==> src/rtl/dtzm_pkg.sv <==
// ----------------------------------------------------------------------------
// dtzm_pkg
// Shared types, constants and helper functions for the dual temperature
// zone monitor.
// ----------------------------------------------------------------------------
package dtzm_pkg;

   localparam int TEMP_W   = 15;
   localparam int REPORT_W = 14;
   localparam int ZONE_W   = 3;
   localparam int QUIET_W  = 12;
   localparam int HOLD_W   = 6;
   localparam int UNIT_W   = 8;
   localparam int MAGIC_W  = 32;
   localparam int CSR_W    = 32;
   localparam int CSR_IDX_W = 3;

   localparam int QUEUE_DEPTH_DEFAULT = 2;

   localparam logic [QUIET_W-1:0] STALE_MS    = QUIET_W'(3000);
   localparam logic [QUIET_W-1:0] QUIET_MAX   = QUIET_W'(4095);
   localparam logic [HOLD_W-1:0]  HOLD_MIN_MS = HOLD_W'(30);
   localparam logic [HOLD_W-1:0]  HOLD_MAX    = HOLD_W'(63);

   localparam logic signed [TEMP_W-1:0] MIN_NONE   = TEMP_W'(16383);
   localparam logic signed [TEMP_W-1:0] MAX_START  = '0;
   localparam logic signed [TEMP_W-1:0] REPORT_MAX = TEMP_W'(11000);

   localparam logic signed [TEMP_W-1:0] PAD_COLD_RESET      = TEMP_W'(600);
   localparam logic signed [TEMP_W-1:0] PAD_AMBER_RESET     = TEMP_W'(3000);
   localparam logic signed [TEMP_W-1:0] PAD_RED_RESET       = TEMP_W'(4500);
   localparam logic signed [TEMP_W-1:0] CALIPER_COLD_RESET  = TEMP_W'(500);
   localparam logic signed [TEMP_W-1:0] CALIPER_AMBER_RESET = TEMP_W'(1500);
   localparam logic signed [TEMP_W-1:0] CALIPER_RED_RESET   = TEMP_W'(2200);

   typedef enum logic [ZONE_W-1:0] {
      ZONE_STALE = 3'd0,
      ZONE_COLD  = 3'd1,
      ZONE_GREEN = 3'd2,
      ZONE_AMBER = 3'd3,
      ZONE_RED   = 3'd4,
      ZONE_FAULT = 3'd5
   } zone_type;

   typedef enum logic {
      OP_PACKET = 1'b0,
      OP_TICK   = 1'b1
   } op_type;

   typedef enum logic [CSR_IDX_W-1:0] {
      CSR_PAD_COLD      = 3'd0,
      CSR_PAD_AMBER     = 3'd1,
      CSR_PAD_RED       = 3'd2,
      CSR_CALIPER_COLD  = 3'd3,
      CSR_CALIPER_AMBER = 3'd4,
      CSR_CALIPER_RED   = 3'd5,
      CSR_PAIRED_UNIT   = 3'd6,
      CSR_EXPECTED_MAGIC = 3'd7
   } csr_index_type;

   typedef struct packed {
      logic signed [TEMP_W-1:0] cold;
      logic signed [TEMP_W-1:0] amber;
      logic signed [TEMP_W-1:0] red;
   } limits_type;

   typedef struct packed {
      logic                     is_tick;
      logic                     pkt_ok;
      logic signed [TEMP_W-1:0] pad_temp;
      logic signed [TEMP_W-1:0] caliper_temp;
      logic                     pad_fault;
      logic                     caliper_fault;
      logic                     button_down;
   } cmd_type;

   typedef struct packed {
      zone_type                   pad_zone;
      zone_type                   caliper_zone;
      zone_type                   worst_zone;
      logic                       link_stale;
      logic signed [TEMP_W-1:0]   pad_min;
      logic signed [TEMP_W-1:0]   pad_max;
      logic signed [TEMP_W-1:0]   caliper_min;
      logic signed [TEMP_W-1:0]   caliper_max;
      logic [REPORT_W-1:0]        pad_report;
      logic [REPORT_W-1:0]        caliper_report;
   } result_type;

   function automatic zone_type zone_of(
      input logic signed [TEMP_W-1:0] t,
      input limits_type               lim,
      input logic                     fault,
      input logic                     stale
   );
      zone_type z;
      if (stale) begin
         z = ZONE_STALE;
      end else if (fault) begin
         z = ZONE_FAULT;
      end else if (t >= lim.red) begin
         z = ZONE_RED;
      end else if (t >= lim.amber) begin
         z = ZONE_AMBER;
      end else if (t < lim.cold) begin
         z = ZONE_COLD;
      end else begin
         z = ZONE_GREEN;
      end
      return z;
   endfunction

   function automatic logic [REPORT_W-1:0] report_of(
      input logic signed [TEMP_W-1:0] t
   );
      logic [REPORT_W-1:0] r;
      if (t < 0) begin
         r = '0;
      end else if (t > REPORT_MAX) begin
         r = REPORT_MAX[REPORT_W-1:0];
      end else begin
         r = t[REPORT_W-1:0];
      end
      return r;
   endfunction

endpackage

==> src/rtl/dtzm_fifo.sv <==
// ----------------------------------------------------------------------------
// dtzm_fifo
// Small show-ahead queue used between the front, the back and the result
// port.
// ----------------------------------------------------------------------------
module dtzm_fifo #(
   parameter int WIDTH = 8,
   parameter int DEPTH = 2
) (
   input  logic             clock,
   input  logic             reset,
   input  logic             push,
   input  logic [WIDTH-1:0] push_data,
   output logic             full,
   input  logic             pop,
   output logic [WIDTH-1:0] pop_data,
   output logic             empty
);

   localparam int PTR_W = (DEPTH > 1) ? $clog2(DEPTH) : 1;
   localparam int CNT_W = $clog2(DEPTH + 1);

   logic [WIDTH-1:0] mem_ff [DEPTH];
   logic [PTR_W-1:0] wr_ptr_ff, wr_ptr_in;
   logic [PTR_W-1:0] rd_ptr_ff, rd_ptr_in;
   logic [CNT_W-1:0] count_ff, count_in;
   logic             do_push, do_pop;

   assign full     = (count_ff == CNT_W'(DEPTH));
   assign empty    = (count_ff == '0);
   assign do_push  = push && !full;
   assign do_pop   = pop && !empty;
   assign pop_data = mem_ff[rd_ptr_ff];

   always_comb begin
      wr_ptr_in = wr_ptr_ff;
      rd_ptr_in = rd_ptr_ff;
      count_in  = count_ff;
      if (do_push) begin
         wr_ptr_in = (wr_ptr_ff == PTR_W'(DEPTH - 1)) ? '0 : wr_ptr_ff + 1'b1;
      end
      if (do_pop) begin
         rd_ptr_in = (rd_ptr_ff == PTR_W'(DEPTH - 1)) ? '0 : rd_ptr_ff + 1'b1;
      end
      if (do_push && !do_pop) begin
         count_in = count_ff + 1'b1;
      end else if (do_pop && !do_push) begin
         count_in = count_ff - 1'b1;
      end
   end

   always_ff @(posedge clock) begin
      if (reset) begin
         wr_ptr_ff <= '0;
         rd_ptr_ff <= '0;
         count_ff  <= '0;
      end else begin
         wr_ptr_ff <= wr_ptr_in;
         rd_ptr_ff <= rd_ptr_in;
         count_ff  <= count_in;
      end
   end

   always_ff @(posedge clock) begin
      if (do_push) begin
         mem_ff[wr_ptr_ff] <= push_data;
      end
   end

endmodule

==> src/rtl/dtzm_front.sv <==
// ----------------------------------------------------------------------------
// dtzm_front
// Request classifier: checks packet framing, magic word and unit id and
// forms a command for the back end.
// ----------------------------------------------------------------------------
module dtzm_front (
   input  logic                                  req_op,
   input  logic                                  req_frame_len_ok,
   input  logic [dtzm_pkg::MAGIC_W-1:0]          req_magic_word,
   input  logic [dtzm_pkg::UNIT_W-1:0]           req_unit_id,
   input  logic signed [dtzm_pkg::TEMP_W-1:0]    req_pad_temp,
   input  logic signed [dtzm_pkg::TEMP_W-1:0]    req_caliper_temp,
   input  logic                                  req_pad_fault,
   input  logic                                  req_caliper_fault,
   input  logic                                  req_button_down,
   input  logic [dtzm_pkg::MAGIC_W-1:0]          expected_magic,
   input  logic [dtzm_pkg::UNIT_W-1:0]           paired_unit,
   output dtzm_pkg::cmd_type                     cmd
);
   import dtzm_pkg::*;

   logic is_tick;

   assign is_tick = (op_type'(req_op) == OP_TICK);

   always_comb begin
      cmd.is_tick       = is_tick;
      cmd.pkt_ok        = !is_tick && req_frame_len_ok
                          && (req_magic_word == expected_magic)
                          && (req_unit_id == paired_unit);
      cmd.pad_temp      = req_pad_temp;
      cmd.caliper_temp  = req_caliper_temp;
      cmd.pad_fault     = req_pad_fault;
      cmd.caliper_fault = req_caliper_fault;
      cmd.button_down   = req_button_down;
   end

endmodule

==> src/rtl/dtzm_back.sv <==
// ----------------------------------------------------------------------------
// dtzm_back
// Executes commands: updates readings, link timer, session extremes and
// button hold, then forms the zone report for each request.
// ----------------------------------------------------------------------------
module dtzm_back (
   input  logic                   clock,
   input  logic                   reset,
   input  logic                   cmd_valid,
   input  dtzm_pkg::cmd_type      cmd,
   output logic                   cmd_pop,
   input  logic                   rsp_full,
   output logic                   rsp_push,
   output dtzm_pkg::result_type   rsp,
   input  dtzm_pkg::limits_type   pad_limits,
   input  dtzm_pkg::limits_type   caliper_limits
);
   import dtzm_pkg::*;

   logic signed [TEMP_W-1:0] latest_pad_ff, latest_pad_in;
   logic signed [TEMP_W-1:0] latest_caliper_ff, latest_caliper_in;
   logic                     pad_fault_ff, pad_fault_in;
   logic                     caliper_fault_ff, caliper_fault_in;
   logic                     ever_ff, ever_in;
   logic [QUIET_W-1:0]       quiet_ff, quiet_in;
   logic signed [TEMP_W-1:0] pad_min_ff, pad_min_in;
   logic signed [TEMP_W-1:0] pad_max_ff, pad_max_in;
   logic signed [TEMP_W-1:0] caliper_min_ff, caliper_min_in;
   logic signed [TEMP_W-1:0] caliper_max_ff, caliper_max_in;
   logic                     button_ff, button_in;
   logic [HOLD_W-1:0]        hold_ff, hold_in;
   logic                     fire;
   logic                     stale;
   zone_type                 pad_zone, caliper_zone;

   assign fire     = cmd_valid && !rsp_full;
   assign cmd_pop  = fire;
   assign rsp_push = fire;

   always_comb begin
      latest_pad_in     = latest_pad_ff;
      latest_caliper_in = latest_caliper_ff;
      pad_fault_in      = pad_fault_ff;
      caliper_fault_in  = caliper_fault_ff;
      ever_in           = ever_ff;
      quiet_in          = quiet_ff;
      pad_min_in        = pad_min_ff;
      pad_max_in        = pad_max_ff;
      caliper_min_in    = caliper_min_ff;
      caliper_max_in    = caliper_max_ff;
      button_in         = button_ff;
      hold_in           = hold_ff;

      if (cmd.is_tick) begin
         if (quiet_ff < QUIET_MAX) begin
            quiet_in = quiet_ff + 1'b1;
         end
         if (cmd.button_down && !button_ff) begin
            hold_in = HOLD_W'(1);
         end else if (cmd.button_down) begin
            if (hold_ff < HOLD_MAX) begin
               hold_in = hold_ff + 1'b1;
            end
         end else if (button_ff && (hold_ff > HOLD_MIN_MS)) begin
            pad_min_in     = MIN_NONE;
            pad_max_in     = MAX_START;
            caliper_min_in = MIN_NONE;
            caliper_max_in = MAX_START;
         end
         button_in = cmd.button_down;
      end else if (cmd.pkt_ok) begin
         latest_pad_in     = cmd.pad_temp;
         latest_caliper_in = cmd.caliper_temp;
         pad_fault_in      = cmd.pad_fault;
         caliper_fault_in  = cmd.caliper_fault;
         ever_in           = 1'b1;
         quiet_in          = '0;
         if (!cmd.pad_fault) begin
            if (cmd.pad_temp > pad_max_ff) begin
               pad_max_in = cmd.pad_temp;
            end
            if (cmd.pad_temp < pad_min_ff) begin
               pad_min_in = cmd.pad_temp;
            end
         end
         if (!cmd.caliper_fault) begin
            if (cmd.caliper_temp > caliper_max_ff) begin
               caliper_max_in = cmd.caliper_temp;
            end
            if (cmd.caliper_temp < caliper_min_ff) begin
               caliper_min_in = cmd.caliper_temp;
            end
         end
      end
   end

   assign stale        = !ever_in || (quiet_in > STALE_MS);
   assign pad_zone     = zone_of(latest_pad_in, pad_limits, pad_fault_in, stale);
   assign caliper_zone = zone_of(latest_caliper_in, caliper_limits, caliper_fault_in, stale);

   always_comb begin
      rsp.pad_zone       = pad_zone;
      rsp.caliper_zone   = caliper_zone;
      rsp.worst_zone     = (pad_zone > caliper_zone) ? pad_zone : caliper_zone;
      rsp.link_stale     = stale;
      rsp.pad_min        = pad_min_in;
      rsp.pad_max        = pad_max_in;
      rsp.caliper_min    = caliper_min_in;
      rsp.caliper_max    = caliper_max_in;
      rsp.pad_report     = report_of(latest_pad_in);
      rsp.caliper_report = report_of(latest_caliper_in);
   end

   always_ff @(posedge clock) begin
      if (reset) begin
         latest_pad_ff     <= '0;
         latest_caliper_ff <= '0;
         pad_fault_ff      <= 1'b0;
         caliper_fault_ff  <= 1'b0;
         ever_ff           <= 1'b0;
         quiet_ff          <= '0;
         pad_min_ff        <= MIN_NONE;
         pad_max_ff        <= MAX_START;
         caliper_min_ff    <= MIN_NONE;
         caliper_max_ff    <= MAX_START;
         button_ff         <= 1'b0;
         hold_ff           <= '0;
      end else if (fire) begin
         latest_pad_ff     <= latest_pad_in;
         latest_caliper_ff <= latest_caliper_in;
         pad_fault_ff      <= pad_fault_in;
         caliper_fault_ff  <= caliper_fault_in;
         ever_ff           <= ever_in;
         quiet_ff          <= quiet_in;
         pad_min_ff        <= pad_min_in;
         pad_max_ff        <= pad_max_in;
         caliper_min_ff    <= caliper_min_in;
         caliper_max_ff    <= caliper_max_in;
         button_ff         <= button_in;
         hold_ff           <= hold_in;
      end
   end

endmodule

==> src/rtl/dual_temp_zone_monitor.sv <==
// ----------------------------------------------------------------------------
// dual_temp_zone_monitor
// Pad and caliper temperature monitor with link timeout, session extremes
// and per-channel zone report.
//
//   channel   ports                         direction   handshake
//   request   req_*                         in          push / full
//   response  rsp_*                         out         pop / empty
//   control   csr_we, csr_index, csr_data   in          write only
//
// One request per cycle sustained while the response queue is not full; a
// request is registered in the command queue, then the back end updates its
// state and writes the response into the response queue, from which it can
// be popped. Reset clears all state and both queues. A stalled response side
// fills the response queue, then the command queue, then raises full.
// ----------------------------------------------------------------------------
module dual_temp_zone_monitor #(
   parameter int QUEUE_DEPTH = dtzm_pkg::QUEUE_DEPTH_DEFAULT
) (
   input  logic                                   clock,
   input  logic                                   reset,
   input  logic                                   req_push,
   output logic                                   req_full,
   input  logic                                   req_op,
   input  logic                                   req_frame_len_ok,
   input  logic [dtzm_pkg::MAGIC_W-1:0]           req_magic_word,
   input  logic [dtzm_pkg::UNIT_W-1:0]            req_unit_id,
   input  logic signed [dtzm_pkg::TEMP_W-1:0]     req_pad_temp,
   input  logic signed [dtzm_pkg::TEMP_W-1:0]     req_caliper_temp,
   input  logic                                   req_pad_fault,
   input  logic                                   req_caliper_fault,
   input  logic                                   req_button_down,
   output logic                                   rsp_empty,
   input  logic                                   rsp_pop,
   output logic [dtzm_pkg::ZONE_W-1:0]            rsp_pad_zone,
   output logic [dtzm_pkg::ZONE_W-1:0]            rsp_caliper_zone,
   output logic [dtzm_pkg::ZONE_W-1:0]            rsp_worst_zone,
   output logic                                   rsp_link_stale,
   output logic signed [dtzm_pkg::TEMP_W-1:0]     rsp_pad_min,
   output logic signed [dtzm_pkg::TEMP_W-1:0]     rsp_pad_max,
   output logic signed [dtzm_pkg::TEMP_W-1:0]     rsp_caliper_min,
   output logic signed [dtzm_pkg::TEMP_W-1:0]     rsp_caliper_max,
   output logic [dtzm_pkg::REPORT_W-1:0]          rsp_pad_report,
   output logic [dtzm_pkg::REPORT_W-1:0]          rsp_caliper_report,
   input  logic                                   csr_we,
   input  logic [dtzm_pkg::CSR_IDX_W-1:0]         csr_index,
   input  logic [dtzm_pkg::CSR_W-1:0]             csr_data
);
   import dtzm_pkg::*;

   localparam int CMD_W = $bits(cmd_type);
   localparam int RSP_W = $bits(result_type);

   limits_type         pad_limits_ff, caliper_limits_ff;
   logic [UNIT_W-1:0]  paired_unit_ff;
   logic [MAGIC_W-1:0] expected_magic_ff;

   cmd_type            front_cmd, back_cmd;
   logic [CMD_W-1:0]   cmd_q_data;
   logic               cmd_empty, cmd_pop;
   result_type         back_rsp, out_rsp;
   logic [RSP_W-1:0]   rsp_q_data;
   logic               rsp_full, rsp_push;

   always_ff @(posedge clock) begin
      if (reset) begin
         pad_limits_ff.cold      <= PAD_COLD_RESET;
         pad_limits_ff.amber     <= PAD_AMBER_RESET;
         pad_limits_ff.red       <= PAD_RED_RESET;
         caliper_limits_ff.cold  <= CALIPER_COLD_RESET;
         caliper_limits_ff.amber <= CALIPER_AMBER_RESET;
         caliper_limits_ff.red   <= CALIPER_RED_RESET;
         paired_unit_ff          <= '0;
         expected_magic_ff       <= '0;
      end else if (csr_we) begin
         case (csr_index_type'(csr_index))
            CSR_PAD_COLD:       pad_limits_ff.cold      <= csr_data[TEMP_W-1:0];
            CSR_PAD_AMBER:      pad_limits_ff.amber     <= csr_data[TEMP_W-1:0];
            CSR_PAD_RED:        pad_limits_ff.red       <= csr_data[TEMP_W-1:0];
            CSR_CALIPER_COLD:   caliper_limits_ff.cold  <= csr_data[TEMP_W-1:0];
            CSR_CALIPER_AMBER:  caliper_limits_ff.amber <= csr_data[TEMP_W-1:0];
            CSR_CALIPER_RED:    caliper_limits_ff.red   <= csr_data[TEMP_W-1:0];
            CSR_PAIRED_UNIT:    paired_unit_ff          <= csr_data[UNIT_W-1:0];
            CSR_EXPECTED_MAGIC: expected_magic_ff       <= csr_data[MAGIC_W-1:0];
            default: begin
            end
         endcase
      end
   end

   dtzm_front u_front (
      .req_op            (req_op),
      .req_frame_len_ok  (req_frame_len_ok),
      .req_magic_word    (req_magic_word),
      .req_unit_id       (req_unit_id),
      .req_pad_temp      (req_pad_temp),
      .req_caliper_temp  (req_caliper_temp),
      .req_pad_fault     (req_pad_fault),
      .req_caliper_fault (req_caliper_fault),
      .req_button_down   (req_button_down),
      .expected_magic    (expected_magic_ff),
      .paired_unit       (paired_unit_ff),
      .cmd               (front_cmd)
   );

   dtzm_fifo #(
      .WIDTH (CMD_W),
      .DEPTH (QUEUE_DEPTH)
   ) u_cmd_queue (
      .clock     (clock),
      .reset     (reset),
      .push      (req_push),
      .push_data (front_cmd),
      .full      (req_full),
      .pop       (cmd_pop),
      .pop_data  (cmd_q_data),
      .empty     (cmd_empty)
   );

   assign back_cmd = cmd_type'(cmd_q_data);

   dtzm_back u_back (
      .clock          (clock),
      .reset          (reset),
      .cmd_valid      (!cmd_empty),
      .cmd            (back_cmd),
      .cmd_pop        (cmd_pop),
      .rsp_full       (rsp_full),
      .rsp_push       (rsp_push),
      .rsp            (back_rsp),
      .pad_limits     (pad_limits_ff),
      .caliper_limits (caliper_limits_ff)
   );

   dtzm_fifo #(
      .WIDTH (RSP_W),
      .DEPTH (QUEUE_DEPTH)
   ) u_rsp_queue (
      .clock     (clock),
      .reset     (reset),
      .push      (rsp_push),
      .push_data (back_rsp),
      .full      (rsp_full),
      .pop       (rsp_pop),
      .pop_data  (rsp_q_data),
      .empty     (rsp_empty)
   );

   assign out_rsp            = result_type'(rsp_q_data);
   assign rsp_pad_zone       = out_rsp.pad_zone;
   assign rsp_caliper_zone   = out_rsp.caliper_zone;
   assign rsp_worst_zone     = out_rsp.worst_zone;
   assign rsp_link_stale     = out_rsp.link_stale;
   assign rsp_pad_min        = out_rsp.pad_min;
   assign rsp_pad_max        = out_rsp.pad_max;
   assign rsp_caliper_min    = out_rsp.caliper_min;
   assign rsp_caliper_max    = out_rsp.caliper_max;
   assign rsp_pad_report     = out_rsp.pad_report;
   assign rsp_caliper_report = out_rsp.caliper_report;

   a_stale_zones: assert property (@(posedge clock) disable iff (reset)
      !rsp_empty |-> (rsp_link_stale == (rsp_pad_zone == ZONE_STALE))
                     && (rsp_link_stale == (rsp_caliper_zone == ZONE_STALE)))
      else $error("link stale flag disagrees with zones");

   a_worst_zone: assert property (@(posedge clock) disable iff (reset)
      !rsp_empty |-> (rsp_worst_zone >= rsp_pad_zone)
                     && (rsp_worst_zone >= rsp_caliper_zone)
                     && ((rsp_worst_zone == rsp_pad_zone)
                         || (rsp_worst_zone == rsp_caliper_zone)))
      else $error("worst zone is not the larger channel zone");

   a_reset_empty: assert property (@(posedge clock)
      reset |=> rsp_empty && !req_full)
      else $error("queues not cleared by reset");

   a_no_lost_rsp: assert property (@(posedge clock) disable iff (reset)
      cmd_pop |-> !rsp_full)
      else $error("command consumed while response queue full");

endmodule
==> config.mk <==
export PLATFORM = sky130hd
export DESIGN_NAME = dual_temp_zone_monitor
export DESIGN_NICKNAME = d
export VERILOG_FILES = /design/src/rtl/dtzm_pkg.sv /design/src/rtl/dtzm_fifo.sv /design/src/rtl/dtzm_front.sv /design/src/rtl/dtzm_back.sv /design/src/rtl/dual_temp_zone_monitor.sv
export SDC_FILE = /design/constraint.sdc
export NUM_CORES = 1
export LEC_CHECK = 0
export ABC_AREA = 0
export BUFFER_PORTS_ARGS = -buffer_cell sky130_fd_sc_hd__buf_2
export CORE_ASPECT_RATIO = 0.8
export CORE_UTILIZATION = 42
export CTS_CLUSTER_DIAMETER = 100
export CTS_CLUSTER_SIZE = 8
export DETAILED_ROUTE_END_ITERATION = 16
export HOLD_SLACK_MARGIN = 0.1
export PLACE_DENSITY = 0.71
export SYNTH_ARGS = -nofsm -noshare
export SYNTH_HDL_FRONTEND = slang
export SYNTH_SLANG_ARGS = --single-unit
==> constraint.sdc <==
create_clock -name clock -period 5.3 [get_ports clock]
set_input_delay 0.53 -clock clock [delete_from_list [all_inputs] [get_ports clock]]
set_output_delay 0.53 -clock clock [all_outputs]
set_load 0.1 [all_outputs]
======== Word level (Yosys, flattened, before mapping) ========
Memories as Yosys holds them, arrays and structs flattened. A register that Yosys moved wholly into a read port is not among the register bits.
Index checks and enable logic that the tools add are counted.
word-level totals
  flip-flop bits (word level) ............. 250
  memories ................................ 2
  word-level logic and storage cells ...... 186
  output and inout port bits .............. 100
  memory bits (writable) .................. 266
memory list
  memory              depth  bits a word  read ports  clocked after memory_dff  write ports  line             RTL
  u_rsp_queue.mem_ff  2      98           1           1                         1            dtzm_fifo.sv:23  logic [WIDTH-1:0] mem_ff [DEPTH];
  u_cmd_queue.mem_ff  2      35           1           1                         1            dtzm_fifo.sv:23
cells by class
  equality and inequality tests ........... 11
  magnitude comparators ................... 19
  muxes and demuxes ....................... 75
  add/sub/neg operators ................... 10
  reduce and logical (&&, ||, !) cells .... 43
operator list
  operator                                                count
  two-way mux 15 bit                                      32
  >= comparator 15 bit                                    4
  < comparator 15 bit                                     4
  two-way mux 14 bit                                      4
  two-way mux 12 bit                                      3
  equality test 32 bit                                    1
  greater-than comparator 15 bit                          2
  greater-than comparator 15 bit (second input constant)  2
  < comparator 15 x 1 -> 1 bit (second input constant)    2
  two-way mux 3 bit                                       9
  two-way mux 1 bit                                       18
  two-way mux 6 bit                                       3
  AND reduction 2 bit                                     9
  logical AND 1 bit                                       14
  adder 12 x 1 -> 12 bit (second input constant)          1
  equality test 3 bit (second input constant)             4
  greater-than comparator 12 bit (second input constant)  1
  < comparator 12 bit (second input constant)             1
  two-way mux 2 bit                                       6
  zero test 1 bit                                         11
  equality test 8 bit                                     1
  nonzero test 2 bit                                      4
  adder 6 x 1 -> 6 bit (second input constant)            1
  equality test 3 x 2 -> 1 bit (second input constant)    2
  other kinds (12)                                        19

======== Longest topological paths before layout ========
  depth after elaboration ................. 10
  depth in mapped cells ................... 25
  gate-level depth less buffers ........... 21

======== By module ========
From an unflattened synthesis, not the netlist that was laid out.
second synthesis, totals
  cell total of the unflattened synthesis .. 2302
  area total of the unflattened synthesis .. 25947.4 µm²
by module, submodules not included
  module                   times used  seq. area each (µm²)  cells an instance  area each (µm²)
  dtzm_back                1           2242.2                1264               9944.5
  dtzm_fifo (u_rsp_queue)  1           5985.7                330                7362.1
  dual_temp_zone_monitor   1           2602.5                485                5200.0
  dtzm_fifo (u_cmd_queue)  1           2202.1                134                2738.9
  dtzm_front               1           0.0                   89                 701.9

======== Worst setup path before layout ========
No wires, ideal clock.
  kind .................................... register to register
  from .................................... register u_rsp_queue.count_ff[0]
  to ...................................... memory u_rsp_queue.mem_ff[0][0] in the netlist's numbering (enable)
  arrival ................................. 5.115 ns
  data required time ...................... 4.744 ns
  cell stages (with the launch flop) ...... 5
  path slack .............................. -0.371 ns
  library setup time ...................... 0.556 ns
  clock period less this slack ............ 5.671 ns
  cell sequence ........................... dfxtp_1 o22ai_1 clkbuf_1 clkbuf_1 nor2_1
on the way
  longest elaborated chain between the ends .. 6
ends and longest elaborated chain
  what                                       line                              RTL
  start: declaration                         dtzm_fifo.sv:26                   logic [CNT_W-1:0] count_ff, count_in;
  start signal: assignment                   dtzm_fifo.sv:60                   count_ff <= count_in;
  equality test 2 bit *                      dtzm_fifo.sv:29                   assign full = (count_ff == CNT_W'(DEPTH));
  zero test 1 bit *                          dtzm_fifo.sv:31, dtzm_back.sv:36
  logical AND 1 bit                          dtzm_back.sv:36                   assign fire = cmd_valid && !rsp_full;
  logical AND 1 bit *                        dtzm_fifo.sv:31                   assign do_push = push && !full;
  two-way mux 1 bit *                        dtzm_fifo.sv:65                   if (do_push) begin
  two-way mux 1 bit (implied by the code) *  dtzm_fifo.sv:66                   mem_ff[wr_ptr_ff] <= push_data;
  end: declaration                           dtzm_fifo.sv:23
Mark *: on every way between the ends. The rest lies on a longest branch, timed or not.

==> metrics.yaml <==
clock_network:
  post_cts_setup_buffer_count: 0
  clock-root-buffer: "clkbuf_16"
  clk_pin_slew_worst_paths_ps: 50
  worst_skew_pair_latency_ps: 600
  ctsLongestPathBuffers: 3
  number_of_buffers_inserted_during_clock_tree_synthesis: 74
  numClockSinks: 518
  htreeDepth: 3
  cts_tree: "done"
setup_path:
  worst-endpoint-arrival_ps: 5330
  cp_max_fo: 15
  worst_reg2reg_setup_slack_ps: 320
  crit_path_cell_trace: "buf_4, mux2i_1, o21ai_0, o21ai_0, inv_1, ha_1, a21oi_1, o21a_1, o221ai_1, a31oi_1, mux2_2, a211o_1, and3_1, ha_1, a21o_1, a21oi_1, a31oi_2, mux2_2"
  worst_r2r_endpoint: "u_rsp_queue.mem_ff[0][90]"
  worst_r2r_path_depth: 18
  critical_path.max_stage_delay_ps: 510
  critical_path_required_ps: 5640
  cp-end-kind: "flop"
  worst_setup_path_start_kind: "flop"
  critical_path.slowest_cell: "dfxtp_2"
  criticalPathCategory: "reg2reg"
sta:
  timing.setup.tns_ps: 0
  period_minus_slack_ps: 4980
  grt_setup_unrepaired: "no"
  hold_viol_final: 0
  finalCritPeriodShare_pct: 94.0
  skew_ps: 24.0
  max-slew-margin-rel_pct: 14.0
  layout_setup_ws_ps: 317
  maxClockFrequency_mhz: 201
  finalHoldWorstSlack_ps: 129
  slew_at_the_pin_closest_to_its_max_slew_limit_ps: 1290
  setup_viol: 0
  drv_slew: 0
final_layout:
  syn2layout_area_growth_pct: 18.2
  fin_nets: 2940
  fillCellCount: 5164
  layout-drive-gt1-share_pct: 18.6
  sequential_cell_area_um2: 13000
  combined_area_of_the_multi_input_logic_cells_um2: 10500
synth:
  synth_cells: 2402
  synth_seq_area_share_pct: 52.6
  synth_top_area_cell: "edfxtp_1"
  netlist_area_before_placement_um2: 24800
  synth_enable_flop_cells: 266
  mappedNetlistNets: 2671
  register_bit_total_from_synthesis: 518
  avgSynthCellArea_um2: 10.3
  post-synth-top-count-cell: "nand2_1"
  share_of_synthesized_registers_carrying_an_async_set_or_reset_pct: 0
  synth.top_cells.by_area: "edfxtp_1 32%, dfxtp_1 20%, ha_1 7.8%"
  yosys.area.top_type_share_pct: 32.2
  synth_flop_cell: "edfxtp_1"
  yosys.cell_types.count: 88
  ys_top_cells_by_count: "338 x nand2_1, 266 x edfxtp_1, 252 x dfxtp_1"
  ys_warn_count: 0
drt:
  number_of_nets_with_antenna_violations_after_detailed_routing: 0
  via_per_inst: 5.46
  post-route-drc-count: 0
  drt_iter0_markers: 1636
  detailed_route_wire_length_per_cell_um: 19.2
  first_pass_iters: 5
  finalWirelength_um: 67100
  route.vias.total: 19100
outcome:
  outcome: "completed"
floorplan:
  placement_rows: 79
  initial_utilization_pct: 42.6
  die_height_um: 219
  die_width_um: 274
  boundaryPins: 215
  fp.dieArea_um2: 60000
  coreArea_um2: 58200
pwr:
  p_leak_nw: 11.5
  totalPowerFinal_mw: 18.0
  power-per-cell-area_nw_per_um2: 613
  worst_ir_drop_vdd_mv: 0.979
min_path:
  hp-start: "req_pad_temp[0]"
  hold_path_end: "u_cmd_queue.mem_ff[0][18]"
  hold-path-cell-count: 1
  min-delay-path-class: "in2reg"
global_routing:
  grt_pass1_wl_um: 104000
  grt_antenna_before_repair: 0
  first_global_vias: 18800
  global_route.overflow_total: 0
  grt_usage_pct: 22.4
  pin_count_of_the_biggest_net_entering_global_routing: 79
placement:
  buffer_ports.inserted: 214
  hpwlAfterDp_um: 47600
  place_congestion: 0.917
  detailedPlace.worstSlack_ps: 261
flow_run:
  max_cap_viol_count: 0
[critical path: cells and delay by family (launching register included)]
kind	cells	cell delay, ps
buffers and inverters	2	510
multiplexers	3	1070
adder cells (fa/ha/maj)	2	680
AO/OA/AOI/OAI	10	1730
flip-flops	1	510
AND/OR/NAND/NOR	1	220
[final cells by class]
type	instances	share of cell area, %
sequential	518	44.5
multi-input combinational	1560	35.9
clock buffer	123	7.27
timing repair buffer	298	6.00
tap	769	3.28
inverter	219	2.81
clock inverter	3	0.214
antenna	1	0.00854
[cell usage in the layout (no fill, tap or decap), types with 29 or more instances in the layout]
cell,synthesis,layout
nand4_1,37,37
a2bb2oi_1,29,29
buf_4,6,68
inv_1,218,218
clkbuf_16,0,78
edfxtp_1,266,266
ha_1,154,154
nand2_1,338,338
mux2i_1,47,47
xnor2_1,33,33
o2bb2ai_1,32,32
mux2_2,102,102
a21oi_1,241,240
dfxtp_1,252,250
clkbuf_1,67,44
a211o_1,30,30
nor2_1,154,151
buf_2,15,213
o21ai_0,68,68
[power by group]
| part | internal (mW) | switching (mW) |
|---|---|---|
| Clock | 2.72 | 1.73 |
| Sequential | 5.18 | 0.362 |
| Combinational | 2.03 | 5.94 |
[worst max path at each step]
stage / start / endpoint / cells past startpoint
2_1_floorplan: flop / u_rsp_queue.mem_ff[0][90] / 22
3_3_place_gp: u_cmd_queue.mem_ff[0][34] / u_rsp_queue.mem_ff[0][90] / 18
3_5_place_dp: u_cmd_queue.mem_ff[0][34] / u_rsp_queue.mem_ff[0][90] / 18
4_1_cts: u_cmd_queue.mem_ff[0][34] / u_rsp_queue.mem_ff[0][90] / 18
5_1_grt: flop / u_rsp_queue.mem_ff[1][91] / 19
6_report: flop / u_rsp_queue.mem_ff[0][90] / 18
[sequential cells by signal, indices dropped and copies added, names as in the netlist, 2 cells and up, named ones only]
name	count
u_back.hold_ff	6
caliper_limits_ff	45
pad_limits_ff	45
u_rsp_queue.count_ff	2
u_back.pad_min_ff	15
expected_magic_ff	32
u_back.caliper_min_ff	15
u_back.pad_max_ff	15
u_cmd_queue.count_ff	2
u_cmd_queue.mem_ff	70
u_back.latest_pad_ff	15
u_back.caliper_max_ff	15
u_back.quiet_ff	12
u_back.latest_caliper_ff	15
u_rsp_queue.mem_ff	196
paired_unit_ff	8
[logic make-up (layout without fill, tap and decap cells)]
kind of cell	after synthesis	after routing	share of synthesized area [%]
AO/OA/AOI/OAI	527	527	13.6
XOR/XNOR	50	50	1.77
adder cells (fa/ha/maj)	154	154	7.77
buffers and inverters	324	643	5.20
flip-flops	518	518	52.6
multiplexers	154	154	6.88
other	0	1	0
AND/OR/NAND/NOR	675	675	12.2
[per-stage QoR]
stage	cells	instance area [um^2]	util, %
5_1_grt	3490	29300	50.3
3_3_place_gp	3349	26900	46.3
2_1_floorplan	2402	24800	-
3_5_place_dp	3349	26900	46.3
4_1_cts	3489	29300	50.3
6_report	3491	29300	50.3
[metal layers]
layer	vias up	wire, um	share of wire [%]	GRT usage [%]
met5	-	0	0	0
met4	0	1550	2.3	7.11
met3	107	4460	6.6	4.00
met2	631	30400	45	34.9
met1	9289	30700	46	31.4
li1	9036	-	-	-
[timing repair]
action / 4_1_cts / 5_1_grt
gates resized for setup: 0 / 2
hold buffers: 14 / 1
setup endpoints to repair: 0 / 6
hold endpoints to repair: 26 / 2
Note: power is estimated with default switching activity, not from simulation.
